## src/rtl/nca_pkg.sv

```systemverilog
`timescale 1ns / 1ps

package nca_pkg;

	localparam int NUM_CENTERS = 8;
	localparam int DIMENSIONS  = 4;

	localparam int TABLE_DEPTH = NUM_CENTERS * DIMENSIONS;
	localparam int TABLE_AW    = $clog2(TABLE_DEPTH);
	localparam int IDX_W       = $clog2(NUM_CENTERS);

	localparam int CLUSTER_W = 3;
	localparam int DIM_W     = 2;
	localparam int COORD_W   = 16;
	localparam int DIST_W    = 36;
	localparam int ACC_W     = 37;
	localparam int COUNT_W   = 20;
	localparam int ABS_W     = COORD_W;
	localparam int SQ_W      = 2 * ABS_W;
	localparam int CMP_W     = (IDX_W > CLUSTER_W) ? IDX_W : CLUSTER_W;

	localparam logic [ACC_W-1:0]   ACC_MAX   = {ACC_W{1'b1}};
	localparam logic [DIST_W-1:0]  DIST_MAX  = {DIST_W{1'b1}};
	localparam logic [COUNT_W-1:0] COUNT_MAX = {COUNT_W{1'b1}};

	localparam logic KIND_CENTROID = 1'b0;
	localparam logic KIND_POINT    = 1'b1;

endpackage

```

## src/rtl/nearest_centroid_assign_unit.sv

```systemverilog
`timescale 1ns / 1ps

// Nearest-centroid assignment for k-means. Centroid coordinates are loaded one
// transaction each (kind 0) and never raise in_stall. Point coordinates (kind 1) are
// processed by a single subtract / square / accumulate pipe that visits one
// centroid per cycle, so a point coordinate holds in_stall high from acceptance
// until the pipe has visited the last centroid; the last coordinate of a point
// then passes through the ST_FIN state to load the result register, and waits
// there while a previous result is still stalled. Ties go to the lowest
// centroid index, distances are exact squared sums saturated to 36 bits, and
// changed_count counts changed points in the pass and clears after a point
// marked last_point. Table entries never written read as unknown values.
module nearest_centroid_assign_unit
	import nca_pkg::*;
(
	input  logic                        clk,
	input  logic                        arst_n,

	input  logic                        in_valid,
	output logic                        in_stall,
	input  logic                        kind,
	input  logic [CLUSTER_W-1:0]        centroid_index,
	input  logic [DIM_W-1:0]            dim_index,
	input  logic signed [COORD_W-1:0]   coordinate,
	input  logic [CLUSTER_W-1:0]        previous_cluster,
	input  logic                        last_coordinate,
	input  logic                        last_point,

	output logic                        out_valid,
	input  logic                        out_stall,
	output logic [CLUSTER_W-1:0]        best_cluster,
	output logic [DIST_W-1:0]           min_sq_distance,
	output logic                        changed,
	output logic [COUNT_W-1:0]          changed_count
);

	typedef enum logic [1:0] {
		ST_IDLE,
		ST_RUN,
		ST_FIN
	} state_t;

	state_t state_q;

	logic [COORD_W-1:0] table_mem [TABLE_DEPTH];

	logic                    in_acc;
	logic                    wr_en;
	logic [TABLE_AW-1:0]     wr_addr;
	logic [TABLE_AW-1:0]     rd_addr;

	// latched point transaction
	logic [COORD_W-1:0]      coord_q;
	logic [DIM_W-1:0]        dim_q;
	logic [CLUSTER_W-1:0]    prev_q;
	logic                    last_c_q;
	logic                    last_p_q;
	logic                    in_range_q;

	// issue sequencer
	logic [IDX_W-1:0]        iss_q;
	logic                    iss_end_q;
	logic                    issuing;

	// pipe stages
	logic                    v_s1, v_s2, v_s3;
	logic [IDX_W-1:0]        idx_s1, idx_s2, idx_s3;
	logic [COORD_W-1:0]      rd_s1;
	logic [ABS_W-1:0]        abs_s2;
	logic [SQ_W-1:0]         sq_s3;

	logic [ACC_W-1:0]        acc_q [NUM_CENTERS];
	logic [ACC_W-1:0]        best_d_q;
	logic [IDX_W-1:0]        best_q;
	logic [COUNT_W-1:0]      cnt_q;

	logic                    out_valid_q;

	logic signed [COORD_W:0] diff;
	logic [ABS_W-1:0]        diff_abs;
	logic [ACC_W:0]          acc_sum;
	logic [ACC_W-1:0]        acc_sat;
	logic [ACC_W-1:0]        acc_new;
	logic [CMP_W-1:0]        best_ext;
	logic [CMP_W-1:0]        prev_ext;
	logic                    chg;
	logic [COUNT_W-1:0]      cnt_inc;
	logic                    can_load;

	assign in_stall = (state_q != ST_IDLE);
	assign in_acc   = in_valid && !in_stall;
	assign issuing  = (state_q == ST_RUN) && !iss_end_q;

	assign wr_en   = in_acc && (kind == KIND_CENTROID)
		&& (32'(centroid_index) < NUM_CENTERS) && (32'(dim_index) < DIMENSIONS);
	assign wr_addr = TABLE_AW'(32'(centroid_index) * DIMENSIONS + 32'(dim_index));
	assign rd_addr = TABLE_AW'(32'(iss_q) * DIMENSIONS + 32'(dim_q));

	always_ff @(posedge clk) begin
		if (wr_en) begin
			table_mem[wr_addr] <= coordinate;
		end
		rd_s1 <= table_mem[rd_addr];
	end

	assign diff     = $signed({coord_q[COORD_W-1], coord_q}) - $signed({rd_s1[COORD_W-1], rd_s1});
	assign diff_abs = diff[COORD_W] ? ABS_W'(-diff) : ABS_W'(diff);

	always_ff @(posedge clk) begin
		abs_s2 <= diff_abs;
		sq_s3  <= abs_s2 * abs_s2;
		if (in_acc && kind == KIND_POINT) begin
			coord_q    <= coordinate;
			dim_q      <= dim_index;
			prev_q     <= previous_cluster;
			last_c_q   <= last_coordinate;
			last_p_q   <= last_point;
			in_range_q <= (32'(dim_index) < DIMENSIONS);
		end
	end

	// saturating accumulate; out-of-range dimension adds nothing
	assign acc_sum = {1'b0, acc_q[idx_s3]} + (ACC_W + 1)'(sq_s3);
	assign acc_sat = acc_sum[ACC_W] ? ACC_MAX : acc_sum[ACC_W-1:0];
	assign acc_new = in_range_q ? acc_sat : acc_q[idx_s3];

	assign best_ext = CMP_W'(best_q);
	assign prev_ext = CMP_W'(prev_q);
	assign chg      = (best_ext != prev_ext);
	assign cnt_inc  = (chg && cnt_q != COUNT_MAX) ? cnt_q + 1'b1 : cnt_q;
	assign can_load = !out_valid_q || !out_stall;

	always_ff @(posedge clk or negedge arst_n) begin
		if (!arst_n) begin
			state_q         <= ST_IDLE;
			iss_q           <= '0;
			iss_end_q       <= 1'b1;
			v_s1            <= 1'b0;
			v_s2            <= 1'b0;
			v_s3            <= 1'b0;
			idx_s1          <= '0;
			idx_s2          <= '0;
			idx_s3          <= '0;
			for (int i = 0; i < NUM_CENTERS; i++) begin
				acc_q[i] <= '0;
			end
			best_d_q        <= '0;
			best_q          <= '0;
			cnt_q           <= '0;
			out_valid_q     <= 1'b0;
			best_cluster    <= '0;
			min_sq_distance <= '0;
			changed         <= 1'b0;
			changed_count   <= '0;
		end else begin
			if (out_valid_q && !out_stall && state_q != ST_FIN) begin
				out_valid_q <= 1'b0;
			end

			v_s1   <= issuing;
			idx_s1 <= iss_q;
			v_s2   <= v_s1;
			idx_s2 <= idx_s1;
			v_s3   <= v_s2;
			idx_s3 <= idx_s2;

			if (issuing) begin
				if (iss_q == IDX_W'(NUM_CENTERS - 1)) begin
					iss_end_q <= 1'b1;
				end else begin
					iss_q <= iss_q + 1'b1;
				end
			end

			if (v_s3) begin
				// accumulators clear once a point is done
				acc_q[idx_s3] <= last_c_q ? '0 : acc_new;
				if (idx_s3 == '0 || acc_new < best_d_q) begin
					best_d_q <= acc_new;
					best_q   <= idx_s3;
				end
			end

			case (state_q)
				ST_IDLE: begin
					if (in_acc && kind == KIND_POINT) begin
						state_q   <= ST_RUN;
						iss_q     <= '0;
						iss_end_q <= 1'b0;
					end
				end
				ST_RUN: begin
					if (v_s3 && idx_s3 == IDX_W'(NUM_CENTERS - 1)) begin
						state_q <= last_c_q ? ST_FIN : ST_IDLE;
					end
				end
				ST_FIN: begin
					if (can_load) begin
						out_valid_q     <= 1'b1;
						best_cluster    <= best_ext[CLUSTER_W-1:0];
						min_sq_distance <= best_d_q[ACC_W-1] ? DIST_MAX : best_d_q[DIST_W-1:0];
						changed         <= chg;
						changed_count   <= cnt_inc;
						cnt_q           <= last_p_q ? '0 : cnt_inc;
						state_q         <= ST_IDLE;
					end
				end
				default: begin
					state_q <= ST_IDLE;
				end
			endcase
		end
	end

	assign out_valid = out_valid_q;

	// no work in flight while the input side is open
	assert property (@(posedge clk) disable iff (!arst_n)
		(state_q == ST_IDLE) |-> !(v_s1 || v_s2 || v_s3 || issuing))
		else $error("pipe busy while idle");

	// result stage only follows the last coordinate of a point
	assert property (@(posedge clk) disable iff (!arst_n)
		(state_q == ST_FIN) |-> last_c_q)
		else $error("result stage without last coordinate");

	// a changed point is always counted
	assert property (@(posedge clk) disable iff (!arst_n)
		(out_valid_q && changed) |-> (changed_count != '0))
		else $error("changed point not counted");

	// a new result is loaded only when the output register is free
	assert property (@(posedge clk) disable iff (!arst_n)
		(state_q == ST_FIN && out_valid_q && out_stall) |=> (state_q == ST_FIN))
		else $error("result overwritten while stalled");

endmodule
```

## config.mk

```make
export PLATFORM = sky130hd
export DESIGN_NAME = nearest_centroid_assign_unit
export DESIGN_NICKNAME = d
export VERILOG_FILES = /design/src/rtl/nca_pkg.sv /design/src/rtl/nearest_centroid_assign_unit.sv
export SDC_FILE = /design/constraint.sdc
export NUM_CORES = 2
export LEC_CHECK = 0
export BUFFER_PORTS_ARGS = -buffer_cell sky130_fd_sc_hd__buf_2
export CAP_MARGIN = 5
export CORE_MARGIN = 2
export CORE_UTILIZATION = 55
export DETAILED_ROUTE_END_ITERATION = 10
export PLACE_DENSITY = 0.71
export SLEW_MARGIN = 10
export SYNTH_ARGS = -nofsm -noshare
export SYNTH_HDL_FRONTEND = slang
export SYNTH_SLANG_ARGS = --single-unit
export TNS_END_PERCENT = 30
```

## constraint.sdc

```tcl
create_clock -name clk -period 11.15 [get_ports clk]
set_clock_uncertainty 0.2 [all_clocks]
set_input_delay 1.115 -clock clk [delete_from_list [all_inputs] [get_ports clk]]
set_output_delay 1.115 -clock clk [all_outputs]
set_load 0.05 [all_outputs]
```

# --- Word level (Yosys, flattened, before mapping) ---
# Memory sizes are Yosys's and may differ from the RTL's. A register that Yosys moved wholly into a read port is not among the register bits.
# Cells that the tools add are included.
totals:
  reg_bits: 506
  ramBits: 512
  input_bits: 31
  elab_cells: 107
  mem_count: 1
op_classes:
  add_sub_neg: 7
  mul: 1
  order_cmp: 3
  eq_ne: 10
  mux: 30
  bitwise_logic: 2
  reduce_logical: 21
mem_list:
  columns: ["name", "depth", "word_bits", "read_ports", "rd_ports_with_merged_regs", "wr", "line", "source"]
  rows:
  - ["table_mem", 32, 16, 1, 1, 1, "nearest_centroid_assign_unit.sv:45", "logic [COORD_W-1:0] table_mem [TABLE_DEPTH];"]
op_table:
  columns: ["op", "n"]
  rows:
  - ["296-bit bitwise mux", 1]
  - ["37-bit two-way mux", 5]
  - ["37-bit binary-select mux with 3-bit select", 1]
  - ["37-bit demux with 3-bit select", 1]
  - ["20-bit two-way mux", 2]
  - ["37-bit by 32-bit adder with 38-bit output", 1]
  - ["37-bit < comparator", 1]
  - ["36-bit two-way mux", 1]
  - ["16-bit by 16-bit multiplier with 32-bit output", 1]
  - ["20-bit by 1-bit adder with 20-bit output, second input constant", 1]
  - ["20-bit inequality test, second input constant", 1]
  - ["16-bit by 16-bit subtractor with 17-bit output", 1]
  - ["16-bit two-way mux", 1]
  - ["16-bit negation", 1]
  - ["3-bit two-way mux", 4]
  - ["5-bit by 2-bit adder with 5-bit output", 2]
  - ["1-bit logical AND", 9]
  - ["1-bit two-way mux", 9]
  - ["2-bit two-way mux", 4]
  - ["3-bit equality test, second input constant", 2]
  - ["2-bit inequality test, second input constant", 3]
  - ["2-bit one-hot mux with 3 select lines", 1]
  - ["4-bit >= comparator, second input constant", 1]
  - ["1-bit zero test", 4]
  - ["14 further kinds", 16]

# --- Logic depth before layout (Yosys ltp) ---
logic_depth:
  ltp_word: 9
  mapped_depth: 32
  mapped_depth_nobuf: 25

# --- Worst setup path after synthesis ---
# OpenSTA, ideal clock, no wires.
synth_path:
  kind: "flip-flop to flip-flop"
  startpoint: "register idx_s3[1]"
  endpoint: "register best_d_q[35]"
  arrival_ps: 6974
  required_ps: 10823
  setup_slack_ps: 3848
  stages_incl_launch_ff: 30
  cell_sequence: "dfrtp_1 > buf_2 > buf_2 > buf_1 > clkbuf_1 > mux2_2 > a221oi_1 > o22ai_1 > ha_1 > ha_1 > a211oi_1 > o21ai_0 > a21o_1 > a22o_1 > o21a_1 > o41ai_1 > xnor2_1 > nor2_1 > inv_1 > ha_1 > nand4_1 > or2_2 > nor4_1 > nand2_1 > a2111oi_0 > o31ai_2 > a21boi_2 > buf_6 > buf_8 > mux2_1"
synth_between:
  elab_chain_cells: 9
  elab_cells_between_ends: 10
  cone_classes: "add/sub: 1; order compare: 1; mux: 4; bitwise: 1; reduce/logical: 3"
synth_rtl:
  columns: ["item", "line", "source"]
  rows:
  - ["start: declaration", "nearest_centroid_assign_unit.sv:67", "logic [IDX_W-1:0] idx_s1, idx_s2, idx_s3;"]
  - ["start signal: assignment", "nearest_centroid_assign_unit.sv:165", "idx_s3 <= idx_s2;"]
  - ["3-bit inverter with 4-bit output (implied by the code)", "nearest_centroid_assign_unit.sv:123", "assign acc_sum = {1'b0, acc_q[idx_s3]} + (ACC_W + 1)'(sq_s3);"]
  - ["37-bit binary-select mux with 3-bit select", null, null]
  - ["37-bit two-way mux (2 in series)", null, null]
  - ["37-bit by 32-bit adder with 38-bit output", "nearest_centroid_assign_unit.sv:123", null]
  - ["37-bit two-way mux", "nearest_centroid_assign_unit.sv:124", "assign acc_sat = acc_sum[ACC_W] ? ACC_MAX : acc_sum[ACC_W-1:0];"]
  - ["net acc_new[30]", "nearest_centroid_assign_unit.sv:83", "logic [ACC_W-1:0] acc_new;"]
  - ["37-bit < comparator", "nearest_centroid_assign_unit.sv:178", "if (idx_s3 == '0 || acc_new < best_d_q) begin"]
  - ["1-bit logical OR", "nearest_centroid_assign_unit.sv:178", null]
  - ["2-bit AND reduction (no line)", null, null]
  - ["end signal: assignment", "nearest_centroid_assign_unit.sv:179", "best_d_q <= acc_new;"]
  - ["end: declaration", "nearest_centroid_assign_unit.sv:73", "logic [ACC_W-1:0] best_d_q;"]
# The timed path passes the listed nets, and every way through them passes these cells. The select of a mux whose other input is x is not followed.
# A chain may end at the register's enable or synchronous reset.

# --- Final worst setup path ---
layout_path:
  startpoint: "register idx_s3[2]"
  endpoint: "register best_d_q[21]"
# The elaborated chain is that of the path after synthesis.

==> impl_metrics.ini <==
[global_routing]
track_usage = 0.263
grt_overflow = 0
grt_pass1_wl_um = 196000
grt_max_degree = 157
antenna_found_initial = 3
first_global_vias = 33244

[synth]
syn_area_per_cell_um2 = 12.3
async_reset_ff_frac = 0.421
syn_area_um2 = 51700
synth_seq_cells = 1033
yosys_warnings = 0
synthCells = 4190
synthesis.nets = 4573
synth_edf_count = 535
ys_seq_area_frac = 0.546
synthFlopType = edfxtp_1
synth.distinct_cells = 87

[cts]
insertion_delay_ns = 0.68
hold_buffers = 0
h-tree-depth = 3
cts-buffers-inserted = 99
cts.sinks = 1033
cts_resized = 0
clock-root-buffer = clkbuf_16
cts_tree = built
cts_setup_buffers = 0
path_clk_slew_ns = 0.06
cts_buffer_depth = 3

[routing]
wl_per_cell_um = 22.6
wl_um = 126000
postRouteAntennaNets = 0
drt_iter0_drc = 2942
viasPerCell = 5.90
dr.pass1.iters = 5
vias = 32912
drcViolationCount = 0

[min_path]
hp-start = v_s2
worstHoldPathType = register to register

[setup_path]
regToRegStartpoint = idx_s3[2]
cp-end-kind = register
cp.arrival_ns = 9.19
path_max_fanout = 40
worstSetupStartpoint = idx_s3[2]
startpoint_type = register
worstSetupPathType = register to register
slowest_delay_ns = 0.85
crit_path_top_delay_cell = dfrtp_4
path_common_cell = buf_4
ff2ff_setup_slack_ns = 2.32
crit_required_ns = 11.51

[sta]
post-route-min-period_ns = 8.83
hold_violations = 0
slew_headroom = 0.175
max_slew.worst_pin.slew_ns = 1.23
tns_ns = 0
rsz0062_at_grt = no
max_freq_mhz = 113
slew_violations = 0
fin_crit_sh = 0.792
setup_viol = 0

[die]
io_pins = 93
start_util = 0.555
dieHeight_um = 311
die_area_um2 = 96500
die_width_um = 311
coreArea_um2 = 93200
rows = 112

[place]
port_buffers = 92
dpl_cell_area_um2 = 53500
gp_congestion = 0.906
dp_hpwl_um = 82700

[finish]
fillCellCount = 7260
design_area_um2 = 56800
multiInputGateArea_um2 = 21400
ff_latch_area_um2 = 28200
drive_gt1_frac = 0.147
area_delta_synth_final_pct = 9.96
final_nets = 4622

[job]
max-cap-violations = 0

[status]
status = finished, final reports clean
## per-layer routing
layer | routed length (um) | GRT usage
met1 | 50900 | 0.348
met2 | 63600 | 0.446
met3 | 7120 | 0.0385
met4 | 4140 | 0.0907
met5 | 41 | 0
## worst paths after layout
kind,to,cells past startpoint
min in group asynchronous,min_sq_distance[24],1
hold / removal,v_s3,0
max in group asynchronous,acc_q[244],3
setup / recovery,best_d_q[21],25
hold reg to reg,v_s3,0
setup reg to reg,best_d_q[21],25
## cell type report
class | count | share of cell area
Multi-Input combinational cell | 2607 | 0.377
Sequential cell | 1033 | 0.497
Clock inverter | 44 | 0.00892
Clock buffer | 138 | 0.0493
Tap cell | 1254 | 0.0276
Inverter | 328 | 0.0217
Antenna cell | 1 | 0.0000440
Timing Repair Buffer | 170 | 0.0188
## worst max-delay path: cells and delay by family, from the launching register on
family	cells	cell delay [ns]
buffers and inverters	4	1.33
and+or+nand+nor	10	2.72
AOI/OAI and AO/OA	8	2.52
adders and majority gates	2	0.63
muxes	1	0.38
DFF	1	0.85
## metrics by stage
step / util / cells / hold WS, ns / setup slack (ns)
3_5_place_dp: 0.574 / 5392 / 0.135 / 2.46
3_3_place_gp: 0.574 / 5392 / 0.132 / 2.52
6_report: 0.610 / 5575 / 0.147 / 2.32
4_1_cts: 0.610 / 5574 / 0.148 / 2.42
2_1_floorplan: - / 4190 / 0.131 / 3.85
5_1_grt: 0.610 / 5574 / 0.158 / 1.92
## cell families (layout without fill, tap and decap cells)
group / count (synthesis) / count (layout) / synth area share
AOI/OAI and AO/OA: 840 / 840 / 0.0992
xor gates and xnor gates: 104 / 104 / 0.0176
adders and majority gates: 352 / 352 / 0.109
buffers and inverters: 550 / 680 / 0.0411
DFF: 1033 / 1033 / 0.546
muxes: 316 / 316 / 0.103
other: 0 / 1 / 0
and+or+nand+nor: 995 / 995 / 0.0839
## layout by cell type (no fill, tap or decap), types with 19 or more instances in the layout
cell type / netlist / final
mux2i_1: 52 / 52
o21ai_1: 19 / 19
mux2_2: 98 / 98
buf_2: 7 / 91
dfxtp_1: 63 / 63
and2_1: 57 / 57
xnor2_1: 70 / 70
o221ai_1: 19 / 19
inv_1: 328 / 328
dfrtp_1: 434 / 429
a21o_1: 57 / 57
ha_1: 186 / 186
clkbuf_1: 184 / 21
o31ai_1: 24 / 24
a22oi_1: 23 / 23
edfxtp_1: 535 / 535
nor2b_1: 23 / 22
nand3_1: 29 / 24
nand2_1: 562 / 560
o21ai_0: 406 / 406
xor2_1: 34 / 34
buf_4: 4 / 77
a21oi_1: 116 / 116
a221oi_1: 29 / 29
nor2_1: 189 / 181
nand4_1: 23 / 23
fa_1: 166 / 166
mux4_2: 162 / 162
clkbuf_16: 0 / 99
nor3_1: 28 / 28
## state kept, by name, summed over array words and instances (netlist names), 2 cells and up
| name | count |
|---|---|
| rd_s1 | 16 |
| abs_s2 | 16 |
| min_sq_distance | 36 |
| state_q | 2 |
| cnt_q | 20 |
| best_d_q | 37 |
| best_ext | 3 |
| idx_s2 | 3 |
| prev_ext | 3 |
| sq_s3 | 31 |
| acc_q | 296 |
| idx_s3 | 3 |
| coord_q | 16 |
| iss_q | 3 |
| changed_count | 20 |
| idx_s1 | 3 |
| best_cluster | 3 |
| table_mem | 512 |
| dim_q | 2 |
## synth_stat cells, types with 8 or more instances
library cell | n | area share
a211o_1 | 8 | 0.0014
a211oi_1 | 11 | 0.0016
a21o_1 | 57 | 0.0083
a21oi_1 | 116 | 0.011
a221oi_1 | 29 | 0.0049
a22o_1 | 11 | 0.0019
a22oi_1 | 23 | 0.0033
a31oi_1 | 16 | 0.0019
a32o_1 | 8 | 0.0015
and2_1 | 57 | 0.0069
and3_1 | 18 | 0.0022
buf_1 | 23 | 0.0017
clkbuf_1 | 184 | 0.013
dfrtp_1 | 434 | 0.21
dfxtp_1 | 63 | 0.024
edfxtp_1 | 535 | 0.31
fa_1 | 166 | 0.064
ha_1 | 186 | 0.045
inv_1 | 328 | 0.024
mux2_2 | 98 | 0.021
mux2i_1 | 52 | 0.010
mux4_2 | 162 | 0.071
nand2_1 | 562 | 0.041
nand2b_1 | 16 | 0.0019
nand3_1 | 29 | 0.0028
nand4_1 | 23 | 0.0028
nor2_1 | 189 | 0.014
nor2b_1 | 23 | 0.0028
nor3_1 | 28 | 0.0027
o21a_1 | 13 | 0.0019
o21ai_0 | 406 | 0.039
o21ai_1 | 19 | 0.0018
o21bai_1 | 11 | 0.0016
o221ai_1 | 19 | 0.0032
o22ai_1 | 13 | 0.0016
o31ai_1 | 24 | 0.0035
or2_2 | 13 | 0.0016
xnor2_1 | 70 | 0.012
xor2_1 | 34 | 0.0058
Power is not shown: default switching activity piles up to over one toggle a cycle in this logic, so the estimate is an artifact.
